===== src/rtl/core/dvbe_pkg.sv =====
package dvbe_pkg;

  localparam logic [15:0] YearBase = 16'd2000;
  localparam logic [15:0] YearLast = 16'd2099;
  localparam logic [7:0]  PmFlag   = 8'h20;
  localparam logic [7:0]  HourLast = 8'd23;
  localparam logic [7:0]  MinLast  = 8'd59;
  localparam logic [7:0]  SecLast  = 8'd59;
  localparam logic [7:0]  WdayLast = 8'd6;
  localparam logic [7:0]  MonLast  = 8'd12;
  localparam logic [3:0]  MonFeb   = 4'd2;

  typedef struct packed {
    logic [15:0] full_year;
    logic [7:0]  month_num;
    logic [7:0]  day_of_month;
    logic [7:0]  hour_24;
    logic [7:0]  minute_num;
    logic [7:0]  second_num;
    logic [7:0]  weekday_num;
  } dvbe_in_t;

  typedef struct packed {
    logic        status;
    logic [7:0]  seconds_bcd;
    logic [7:0]  minutes_bcd;
    logic [7:0]  hour_reg;
    logic [7:0]  day_bcd;
    logic [7:0]  month_bcd;
    logic [7:0]  year_bcd;
    logic [7:0]  weekday_bcd;
  } dvbe_out_t;

  // Days in month; zero for a month number that means nothing.
  function automatic logic [4:0] month_days(input logic [3:0] mon, input logic leap);
    logic [4:0] days;
    unique case (mon) inside
      4'd1, 4'd3, 4'd5, 4'd7, 4'd8, 4'd10, 4'd12: days = 5'd31;
      4'd4, 4'd6, 4'd9, 4'd11:                    days = 5'd30;
      MonFeb:                                     days = leap ? 5'd29 : 5'd28;
      default:                                    days = 5'd0;
    endcase
    return days;
  endfunction

  // Packed BCD of 0..99: tens by multiply with 103/1024, exact over that range.
  function automatic logic [7:0] to_bcd(input logic [6:0] val);
    logic [13:0] prod;
    logic [3:0]  tens;
    logic [6:0]  tens_x10;
    logic [6:0]  ones;
    prod     = 14'(val) * 14'd103;
    tens     = prod[13:10];
    tens_x10 = 7'(tens) * 7'd10;
    ones     = val - tens_x10;
    return {tens, ones[3:0]};
  endfunction

endpackage


===== src/rtl/core/datetime_validate_bcd_encode.sv =====
// Input transfers are registered in stage 1, then stage 2, then stage 3.
// Throughput: one item per cycle while out_stall_i is low; three register
// stages (range check and hour mapping, day check and BCD conversion, error
// masking) each hold one item. A stall on the output holds stage 3 and every
// full stage directly behind it; a stage behind a bubble still advances into it.
// Reset (rst_ni low, asynchronous) empties all stages; payload is not reset.
module datetime_validate_bcd_encode import dvbe_pkg::*; (
  input  logic      clk_i,
  input  logic      rst_ni,
  input  logic      in_valid_i,
  output logic      in_stall_o,
  input  dvbe_in_t  in_data_i,
  output logic      out_valid_o,
  input  logic      out_stall_i,
  output dvbe_out_t out_data_o
);

  typedef struct packed {
    logic       err;
    logic [4:0] max_day;
    logic [7:0] day;
    logic [6:0] year_off;
    logic [3:0] mon;
    logic [3:0] hour12;
    logic       pm;
    logic [5:0] minute;
    logic [5:0] second;
    logic [2:0] wday;
  } s1_t;

  typedef struct packed {
    logic       err;
    logic [7:0] sec_bcd;
    logic [7:0] min_bcd;
    logic [7:0] hour_reg;
    logic [7:0] day_bcd;
    logic [7:0] mon_bcd;
    logic [7:0] year_bcd;
    logic [7:0] wday_bcd;
  } s2_t;

  logic      v1_q, v2_q, v3_q;
  logic      en1, en2, en3;
  s1_t       s1_d, s1_q;
  s2_t       s2_d, s2_q;
  dvbe_out_t s3_d, s3_q;

  // Advance a stage when it is empty or its successor advances.
  assign en3 = !v3_q || !out_stall_i;
  assign en2 = !v2_q || en3;
  assign en1 = !v1_q || en2;

  assign in_stall_o  = !en1;
  assign out_valid_o = v3_q;
  assign out_data_o  = s3_q;

  // Stage 1: field range checks, year offset, 12-hour mapping.
  always_comb begin
    logic [15:0] yoff;
    logic        year_ok;
    logic [7:0]  hr;
    yoff    = in_data_i.full_year - YearBase;
    year_ok = (in_data_i.full_year >= YearBase) && (in_data_i.full_year <= YearLast);
    hr      = in_data_i.hour_24;
    // Within 2000..2099 the leap rule reduces to divisibility by four.
    s1_d.max_day  = month_days(in_data_i.month_num[3:0], yoff[1:0] == 2'd0);
    s1_d.err      = !year_ok
                 || (in_data_i.month_num == 8'd0) || (in_data_i.month_num > MonLast)
                 || (hr > HourLast)
                 || (in_data_i.minute_num > MinLast)
                 || (in_data_i.second_num > SecLast)
                 || (in_data_i.weekday_num > WdayLast);
    s1_d.day      = in_data_i.day_of_month;
    s1_d.year_off = yoff[6:0];
    s1_d.mon      = in_data_i.month_num[3:0];
    if (hr == 8'd0) begin
      s1_d.hour12 = 4'd12;
      s1_d.pm     = 1'b0;
    end else if (hr < 8'd12) begin
      s1_d.hour12 = hr[3:0];
      s1_d.pm     = 1'b0;
    end else if (hr == 8'd12) begin
      s1_d.hour12 = 4'd12;
      s1_d.pm     = 1'b1;
    end else begin
      s1_d.hour12 = 4'(hr - 8'd12);
      s1_d.pm     = 1'b1;
    end
    s1_d.minute = in_data_i.minute_num[5:0];
    s1_d.second = in_data_i.second_num[5:0];
    s1_d.wday   = in_data_i.weekday_num[2:0];
  end

  // Stage 2: day bound check and BCD conversion.
  always_comb begin
    logic day_ok;
    day_ok        = (s1_q.day != 8'd0) && (s1_q.day <= {3'd0, s1_q.max_day});
    s2_d.err      = s1_q.err || !day_ok;
    s2_d.sec_bcd  = to_bcd({1'b0, s1_q.second});
    s2_d.min_bcd  = to_bcd({1'b0, s1_q.minute});
    s2_d.hour_reg = to_bcd({3'd0, s1_q.hour12}) | (s1_q.pm ? PmFlag : 8'h00);
    s2_d.day_bcd  = to_bcd({2'd0, s1_q.day[4:0]});
    s2_d.mon_bcd  = to_bcd({3'd0, s1_q.mon});
    s2_d.year_bcd = to_bcd(s1_q.year_off);
    s2_d.wday_bcd = to_bcd({4'd0, s1_q.wday});
  end

  // Stage 3: zero all bytes on error.
  always_comb begin
    s3_d.status = s2_q.err;
    if (s2_q.err) begin
      s3_d.seconds_bcd = 8'h00;
      s3_d.minutes_bcd = 8'h00;
      s3_d.hour_reg    = 8'h00;
      s3_d.day_bcd     = 8'h00;
      s3_d.month_bcd   = 8'h00;
      s3_d.year_bcd    = 8'h00;
      s3_d.weekday_bcd = 8'h00;
    end else begin
      s3_d.seconds_bcd = s2_q.sec_bcd;
      s3_d.minutes_bcd = s2_q.min_bcd;
      s3_d.hour_reg    = s2_q.hour_reg;
      s3_d.day_bcd     = s2_q.day_bcd;
      s3_d.month_bcd   = s2_q.mon_bcd;
      s3_d.year_bcd    = s2_q.year_bcd;
      s3_d.weekday_bcd = s2_q.wday_bcd;
    end
  end

  always_ff @(posedge clk_i or negedge rst_ni) begin
    if (!rst_ni) begin
      v1_q <= 1'b0;
      v2_q <= 1'b0;
      v3_q <= 1'b0;
    end else begin
      if (en1) begin
        v1_q <= in_valid_i;
      end
      if (en2) begin
        v2_q <= v1_q;
      end
      if (en3) begin
        v3_q <= v2_q;
      end
    end
  end

  always_ff @(posedge clk_i) begin
    if (en1) begin
      s1_q <= s1_d;
    end
    if (en2) begin
      s2_q <= s2_d;
    end
    if (en3) begin
      s3_q <= s3_d;
    end
  end

endmodule


===== config.mk =====
export PLATFORM = sky130hd
export DESIGN_NAME = datetime_validate_bcd_encode
export DESIGN_NICKNAME = d
export VERILOG_FILES = /design/src/rtl/core/dvbe_pkg.sv /design/src/rtl/core/datetime_validate_bcd_encode.sv
export SDC_FILE = /design/constraint.sdc
export NUM_CORES = 1
export LEC_CHECK = 0
export BUFFER_PORTS_ARGS = -buffer_cell sky130_fd_sc_hd__clkbuf_2
export CELL_PAD_IN_SITES_DETAIL_PLACEMENT = 2
export CELL_PAD_IN_SITES_GLOBAL_PLACEMENT = 2
export CORE_ASPECT_RATIO = 0.6
export CORE_MARGIN = 3
export CORE_UTILIZATION = 40
export CTS_BUF_LIST = sky130_fd_sc_hd__clkbuf_8 sky130_fd_sc_hd__clkbuf_16
export DETAILED_ROUTE_END_ITERATION = 12
export PLACE_DENSITY_LB_ADDON = 0.1
export RECOVER_POWER = 25
export SLEW_MARGIN = 10
export SYNTH_ARGS = -nofsm -noshare
export SYNTH_HDL_FRONTEND = slang
export SYNTH_SLANG_ARGS = --single-unit

===== constraint.sdc =====
create_clock -name clk_i -period 10.1 [get_ports clk_i]
set_input_delay 0.505 -clock clk_i [delete_from_list [all_inputs] [get_ports clk_i]]
set_output_delay 0.505 -clock clk_i [all_outputs]
set_load 0.1 [all_outputs]

=== Yosys cells after proc, flatten, opt, wreduce, memory -nomap -nowiden ===
Cells that the tools add are included.

* Register bits after elaboration: 138
* Input bits: 68
* Output and inout port bits: 59
* Word-level logic and storage cells: 103

* Add/subtract/negate cells: 8
* Multiply operators: 12
* Magnitude comparators: 9
* Eq/ne operators: 13
* Mux-type cells: 5
* Bitwise gates (word level): 1
* Reductions and logical operators: 26

{| class="wikitable"
|+ Operator list
! kind !! count
|-
| 6-bit by 7-bit multiplier with 13-bit output (second input constant) || 2
|-
| 4-bit subtractor || 6
|-
| 4-bit by 7-bit multiplier with 11-bit output (second input constant) || 2
|-
| 4-bit == test (second input constant) || 5
|-
| 4-bit by 3-bit == test with 1-bit output (second input constant) || 4
|-
| 16-bit by 11-bit greater-or-equal comparator with 1-bit output (second input constant) || 1
|-
| 8-bit by 6-bit > comparator with 1-bit output (second input constant) || 2
|-
| 16-bit by 12-bit <= comparator with 1-bit output (second input constant) || 1
|-
| 8-bit logical NOT || 2
|-
| 5-bit one-hot mux with 3 select lines || 1
|-
| 7-bit by 7-bit multiplier with 14-bit output (second input constant) || 1
|-
| 5-bit by 7-bit multiplier with 12-bit output (second input constant) || 1
|-
| 1-bit logical OR || 10
|-
| 5-bit 2-to-1 mux || 2
|-
| 4-bit by 2-bit == test with 1-bit output (second input constant) || 2
|-
| 8-bit by 4-bit == test with 1-bit output (second input constant) || 1
|-
| 8-bit by 3-bit > comparator with 1-bit output (second input constant) || 1
|-
| 8-bit by 4-bit > comparator with 1-bit output (second input constant) || 1
|-
| 8-bit by 5-bit > comparator with 1-bit output (second input constant) || 1
|-
| 8-bit by 5-bit <= comparator with 1-bit output || 1
|-
| 8-bit by 4-bit less-than comparator with 1-bit output (second input constant) || 1
|-
| 8-bit nonzero test || 1
|-
| 1-bit logical NOT || 7
|-
| 7-bit OR reduction || 1
|-
| other kinds (14) || 17
|}

=== Depth between registers and ports, before layout ===
Gate-level depths: netlist of run 1.

* Depth in word-level cells: 9
* Depth in mapped cells: 19
* Gate-level depth less buffers: 19

=== Least setup slack after synthesis of run 1 ===
No wires, ideal clock.

* Path type: register -> register
* From: register s1_q[7] (netlist bit)
* To: register s2_q[51] (netlist bit) (data pin)
* Library setup time: 138 ps
* Data arrival time: 4401 ps
* Data required time: 9962 ps
* Slack: 5562 ps
* Cell stages (with the launch flop): 18
* Path buffers: 0
* Clock period less this slack: 4538 ps
* Cells stage by stage: edfxtp_1 inv_1 ha_1 fa_1 inv_1 fa_1 ha_1 a21o_1 a21o_1 a211oi_4 xnor2_1 ha_1 fa_1 xor2_1 xnor2_1 nand4_1 mux2_2 nand4_1

{| class="wikitable"
|+ RTL lines
! what !! line !! source
|-
| start, declared || datetime_validate_bcd_encode.sv:44 || <nowiki>s1_t s1_d, s1_q;</nowiki>
|-
| start signal, assigned || datetime_validate_bcd_encode.sv:150 || <nowiki>s1_q <= s1_d;</nowiki>
|-
| end signal, assigned || datetime_validate_bcd_encode.sv:153 || <nowiki>s2_q <= s2_d;</nowiki>
|-
| end, declared || datetime_validate_bcd_encode.sv:45 || <nowiki>s2_t s2_d, s2_q;</nowiki>
|}

==> results.py, run 1 <==
metrics = {
    "run_status": {
        "outcome": "complete, but fails checks",
        "violations": "max-capacitance violations, max-slew violations",
    },
    "power": {
        "power.internal_uw": 1430,
        "pwr-share-comb_pct": 36.7,
        "power.leakage_uw": 0.00461,
        "p_sw_uw": 779,
        "switching_share_pct": 35.3,
        "pwr-share-clk_pct": 28.4,
        "p_per_area_nw_per_um2": 222,
        "seq_power_share_pct": 34.9,
        "vdd_ir_drop_max_uv": 116,
    },
    "drt": {
        "route.met2.wl_mm": 10.8,
        "finalWirelength_mm": 22.0,
        "wl_per_cell_microns": 20.5,
        "vias": 5407,
        "post-route-drc-count": 0,
        "ant_nets": 0,
        "avgViaCountPerCell": 5.04,
        "wl_met1_mm": 10.1,
        "drtIter0Drc": 231,
        "top_layer_used": "met4",
        "firstDrtPassIters": 4,
        "wl_met3_microns": 784,
    },
    "worst_setup_path": {
        "cp_top_family": "adder cells",
        "worst_ep_arrival_time_ps": 5450,
        "endpoint_kind": "flip-flop",
        "cp.required_ps": 10390,
        "cp_num_buf_inv": 2,
        "setup.worst_path.class": "flip-flop to flip-flop",
        "r2r-start": "s1_q[6]",
        "critPathSlowestCell": "edfxtp_1",
        "crit_path_max_fanout": 8,
        "ff2ff_path_depth": 17,
        "cp_common_cell": "fa_1",
        "rrSetupSlack_ps": 4930,
        "max_stage_delay_ps": 540,
        "cp-start-kind": "flip-flop",
        "worstPathCellList": "fa_1 -> inv_1 -> fa_1 -> inv_1 -> fa_1 -> ha_1 -> a21o_1 -> a21o_1 -> a211oi_4 -> xnor2_1 -> ha_1 -> fa_1 -> xor2_1 -> xnor2_1 -> nand4_1 -> mux2_2 -> nand4_1",
        "regToRegEndpoint": "s2_q[51]",
    },
    "floorplan": {
        "pin_count": 127,
        "rows": 40,
        "start_util_pct": 41.6,
        "die_w_microns": 194,
        "die_y_microns": 119,
        "die_area_sq_um": 23100,
        "core_region_area_sq_um": 20500,
    },
    "cells_and_area": {
        "fin_cells": 1072,
        "drive_gt1_share_pct": 16.9,
        "syn2layout_area_growth_pct": 16.6,
        "num-nets-final": 1040,
        "insertedDiodeCount": 0,
        "nFillCells": 2033,
    },
    "yosys": {
        "netlist_instances": 661,
        "synth_seq_cells": 132,
        "ys.flop_type": "edfxtp_1",
        "ys_warn_count": 0,
        "synth-seq-area-share_pct": 46.4,
        "synth_top_area_share_pct": 45.5,
        "synth_top_area_cell": "edfxtp_1",
        "synth-edff-count": 129,
        "synth_area_leaders": "edfxtp_1, ha_1, fa_1",
        "netlist_area_sq_um": 8520,
        "ys_types": 49,
        "ys_async_sr_fraction_pct": 2.27,
        "syn_area_per_cell_sq_um": 12.9,
    },
    "global_route": {
        "grt.total_usage_pct": 19.7,
        "grt_max_degree": 45,
        "grt_overflow": 0,
        "grt_pass1_wl_mm": 34.9,
        "first_global_vias": 6261,
        "antenna_found_initial": 0,
    },
    "cts": {
        "cts_tree": "yes",
        "clockBufferDepth": 2,
        "path_clk_slew_ps": 60,
        "worst_skew_pair.late_latency_ps": 430,
        "numCtsBuffers": 17,
        "cts_max_level": 4,
        "clock-root-buffer": "clkbuf_16",
        "post_cts_buffers": 0,
        "cts_sinks": 132,
    },
    "worst_hold_path": {
        "whs_path_depth": 1,
        "worstHoldEndpoint": "s1_q[33]",
        "hold_path.class": "input port to flip-flop",
        "min_from": "in_data_i[34]",
    },
    "place": {
        "dp_hpwl_mm": 17.4,
        "place_inst": 1040,
        "gp_congestion": 0.810,
        "portBuffers": 112,
    },
    "run": {
        "maxCapViolCount": 1,
    },
    "timing": {
        "finalHoldViolations": 0,
        "clock_skew_ps": 17.3,
        "drv_slew": 44,
        "tightest_slew_ps": 2210,
        "rsz0062_at_grt": "no",
        "setup_viol": 0,
        "post-route-min-period_ps": 5170,
        "final.setup.tns_ps": 0,
        "period_share_pct": 51.2,
        "slew_headroom_pct": -47.4,
        "fmax_ghz": 0.194,
    },
}
[metal layers]
layer  up-vias  track usage (%)
met4         0             5.29
met1      2720             25.3
met2        99             33.8
li1       2562                -
met5         -                0
met3        26             4.47
[power by group through the flow]
stage	Combinational, uW	Sequential (uW)	Clock [uW]
2_1_floorplan	520	843	0
4_1_cts	827	773	643
6_report	809	771	628
5_1_grt	919	781	667
3_3_place_gp	745	777	0
3_5_place_dp	814	783	0
[how the worst max path moves through the flow]
stage                       start  endpoint  slack (ps)  depth (start not counted)
after detailed placement  s1_q[6]  s2_q[51]        4930                         17
after global placement    s1_q[6]  s2_q[51]        5330                         16
after global routing      s1_q[6]  s2_q[51]        4660                         17
after CTS                 s1_q[6]  s2_q[51]        4900                         17
after floorplan           s1_q[7]  s2_q[51]        5560                         17
final                     s1_q[6]  s2_q[51]        4930                         17
[synth_stat cells, drive strengths merged (7+ instances only)]
master  instances
nand3          17
o21ai          11
nand4          12
ha            151
buf            15
xnor2          17
edfxtp        129
a21oi          17
nor2           13
xor2           14
a21o            9
clkbuf          7
inv            88
fa             34
nor2b          44
nand2          18
[repair_timing]
item                                   4_1_cts  5_1_grt
hold buffers                                 1        0
endpoints found under the hold margin        3        0
gates resized for setup                      0        0
[cells in the final DEF (no fill, tap or decap), types with 2 or more instances in the layout]
cell        instances
nand3_1            16
xor2_1             13
o21a_1              4
dfrtp_1             3
clkinvlp_4          2
nand4_1            12
a31o_2              2
fa_1               34
edfxtp_1          129
nor2_1             13
mux2_2              2
ha_1              151
and4b_1             2
or2_2               5
nor3b_1             2
bufinv_16           3
clkbuf_2           90
buf_4               2
nand2_1            17
nor3_1              6
nand2b_1            3
xnor2_1            17
conb_1             14
clkinv_4            3
a21o_1              9
inv_1              89
or4_1               2
clkbuf_16          17
a31oi_1             4
clkbuf_1           23
mux2i_1             6
o21ai_0            11
nor2b_1            44
a21oi_1            17
clkinv_2            3
nor4_1              6
[layout make-up]
cell class / instances / area (sq um) / area share [%]
timing repair buffer: 116 / 562 / 5.66
clock buffer: 17 / 425 / 4.28
sequential: 132 / 3950 / 39.8
clock inverter: 14 / 163 / 1.64
inverter: 88 / 330 / 3.33
multi-input combinational: 432 / 4160 / 41.9
tap: 273 / 342 / 3.44
[cells by family (layout without fill, tap and decap cells)]
family / Yosys count / count (layout) / synth area share (%)
XOR/XNOR: 32 / 32 / 3.54
AO/OA/AOI/OAI: 61 / 61 / 4.85
buffers and inverters: 110 / 235 / 5.46
multiplexers: 8 / 8 / 0.969
AND/OR/NAND/NOR: 132 / 132 / 8.62
flip-flops: 132 / 132 / 46.4
other: 1 / 14 / 0.0440
adder cells (fa/ha/maj): 185 / 185 / 30.2
[registers in the layout, indices dropped and copies added (netlist names)]
register / cells
out_data_o: 43
s2_q: 43
v2_q: 1
v1_q: 1
out_valid_o: 1
s1_q: 43
[through the flow]
step	util, %	hold slack (ps)	total power [uW]	setup slack (ps)	cell area [sq um]
finish	48.5	257	2210	4930	9930
global placement	45.8	310	1520	5330	9370
global route	48.5	235	2370	4660	9930
CTS	48.7	229	2240	4900	9960
floorplan	-	209	1360	5560	8570
detailed placement	45.8	314	1600	4930	9370
(Power assumes the default switching activity.)
==> run 2, diff against run 1 <==
CORE_UTILIZATION = 36   (was 40)
clock period = 4.4 ns   (was 10.1 ns; I/O delays follow)
==> run 2 against run 1 <==
  * The flow finishes with violations (max-capacitance violations, max-slew violations, negative setup slack)
  * Clock power increased by 140%
  * Via count grew 6.1%
  * Sequential share of layout area decreased by 3.9 points
  * Worst setup slack lost 5100 ps
  * Fmax increased by 13%
  * Global-route usage decreased by 0.075 points
  * Utilization increased by 0.087 points
  * Worst hold slack got worse by 230 ps
  * Critical path type unchanged
  * Critical endpoint unchanged
==> results.py, run 2 (same netlist as run 1, synthesis figures left out) <==
metrics = {
    "global_route": {
        "grt_pass1_wl_mm": 38.2,
        "first_global_vias": 6738,
        "antenna_found_initial": 0,
        "grt_overflow": 0,
        "grt.total_usage_pct": 19.6,
        "grt_max_degree": 45,
    },
    "timing": {
        "drv_slew": 90,
        "fmax_ghz": 0.219,
        "post-route-min-period_ps": 4570,
        "finalHoldViolations": 0,
        "slew_headroom_pct": -92.0,
        "tightest_slew_ps": 2880,
        "final.setup.tns_ps": -279,
        "period_share_pct": 104,
        "fin_ws_ps": -174,
        "rsz0062_at_grt": "yes",
        "setup_viol": 2,
        "clock_skew_ps": 15.4,
    },
    "worst_setup_path": {
        "cp.depth": 17,
        "worstPathCellList": "fa_2 -> fa_1 -> ha_1 -> ha_1 -> o21ai_2 -> a21oi_2 -> a211oi_4 -> buf_6 -> xnor2_2 -> ha_2 -> fa_2 -> xor2_2 -> xnor2_2 -> buf_6 -> nand4_1 -> mux2_4 -> nand4_1",
        "cp-start-kind": "flip-flop",
        "critPathSlowestCell": "fa_2",
        "cp_num_buf_inv": 2,
        "ff2ff_path_depth": 17,
        "max_stage_delay_ps": 610,
        "cp_top_family": "adder cells",
        "crit_path_max_fanout": 7,
        "regToRegEndpoint": "s2_q[51]",
        "endpoint_kind": "flip-flop",
        "setup.worst_path.class": "flip-flop to flip-flop",
        "worst_ep_arrival_time_ps": 4870,
        "r2r-start": "s1_q[8]",
        "rrSetupSlack_ps": -170,
        "cp.required_ps": 4700,
    },
    "drt": {
        "avgViaCountPerCell": 4.86,
        "drtIter0Drc": 234,
        "ant_nets": 0,
        "vias": 5735,
        "finalWirelength_mm": 24.5,
        "post-route-drc-count": 0,
        "firstDrtPassIters": 4,
        "wl_per_cell_microns": 20.8,
    },
    "cts": {
        "worst_skew_pair.late_latency_ps": 440,
        "path_clk_slew_ps": 70,
        "cts_tree": "yes",
        "cts_sinks": 132,
        "clockBufferDepth": 2,
        "numCtsBuffers": 17,
        "clock-root-buffer": "clkbuf_16",
        "cts_max_level": 4,
    },
    "cells_and_area": {
        "seq_area_sq_um": 3950,
        "drive_gt1_share_pct": 25.7,
        "syn2layout_area_growth_pct": 29.2,
        "postLayoutCoreUtil_pct": 48.6,
        "multi_input_comb_area_sq_um": 4560,
        "layout_commonest_cell": "edfxtp_1",
        "insertedDiodeCount": 0,
        "num-nets-final": 1112,
        "layout_common_cells": "edfxtp_1, ha_1, inv_1, clkbuf_2, nor2b_1",
        "nFillCells": 2257,
    },
    "floorplan": {
        "core_region_area_sq_um": 22600,
        "die_area_sq_um": 25600,
        "pin_count": 127,
        "die_w_microns": 205,
        "die_y_microns": 125,
        "rows": 42,
        "start_util_pct": 37.6,
    },
    "place": {
        "portBuffers": 112,
        "gp_congestion": 0.834,
        "dp_hpwl_mm": 18.1,
    },
    "power": {
        "vdd_ir_drop_max_uv": 289,
        "p_per_area_nw_per_um2": 522,
        "power.leakage_uw": 0.00494,
    },
    "run_status": {
        "outcome": "complete, but fails checks",
        "violations": "max-capacitance violations, max-slew violations, negative setup slack",
    },
    "worst_hold_path": {
        "whs_path_depth": 2,
        "worstHoldEndpoint": "v1_q",
        "min_from": "in_valid_i",
        "hold_path.class": "input port to flip-flop",
    },
    "run": {
        "maxCapViolCount": 2,
    },
}
run 2: area by class of cell:
class	count	share of cell area (%)
Multi-Input combinational cell	432	41.4
Clock inverter	15	1.75
Inverter	88	3.00
Sequential cell	132	35.9
Clock buffer	17	3.86
Tap cell	308	3.50
Timing Repair Buffer	188	10.6
run 2: report_power, final:
group	internal, uW	total [uW]	switching, uW
Sequential	1680	1770	88.4
Combinational	1090	2460	1360
Clock	909	1530	618
Total	3680	5750	2070
run 2: metrics by stage:
step,cell area [sq um],power [uW],hold WS (ps),std cells,setup slack [ps]
after global placement,9600,3600,24.9,1096,-189
after floorplan,8590,3140,-75.6,674,17.1
after CTS,11000,5710,4.47,1175,-112
after global routing,11000,6130,9.17,1180,-355
after detailed placement,9600,3780,25.8,1096,-302
final,11000,5750,26.3,1180,-174
run 2: timing repair:
action                     CTS  global route
hold endpoints to repair    30             0
setup buffers               19             5
hold buffers                28             0
resized for setup           54            11
pin swaps                   32            16
setup endpoints to repair    4             4
run 2: how the worst max path moves through the flow:
stage	start	end	slack (ps)
6_report	s1_q[8]	s2_q[51]	-170
2_1_floorplan	s1_q[7]	s2_q[51]	20
4_1_cts	s1_q[7]	s2_q[51]	-110
5_1_grt	s1_q[13]	s2_q[43]	-360
3_5_place_dp	s1_q[12]	s2_q[43]	-300
3_3_place_gp	s1_q[26]	s2_q[11]	-190
run 2: metal layers:
metal	track usage, %	up-vias	wire length [microns]
met2	34.3	100	12300
met1	24.7	2911	11100
met3	4.52	16	906
met5	0	-	0
li1	-	2708	-
met4	4.65	0	216
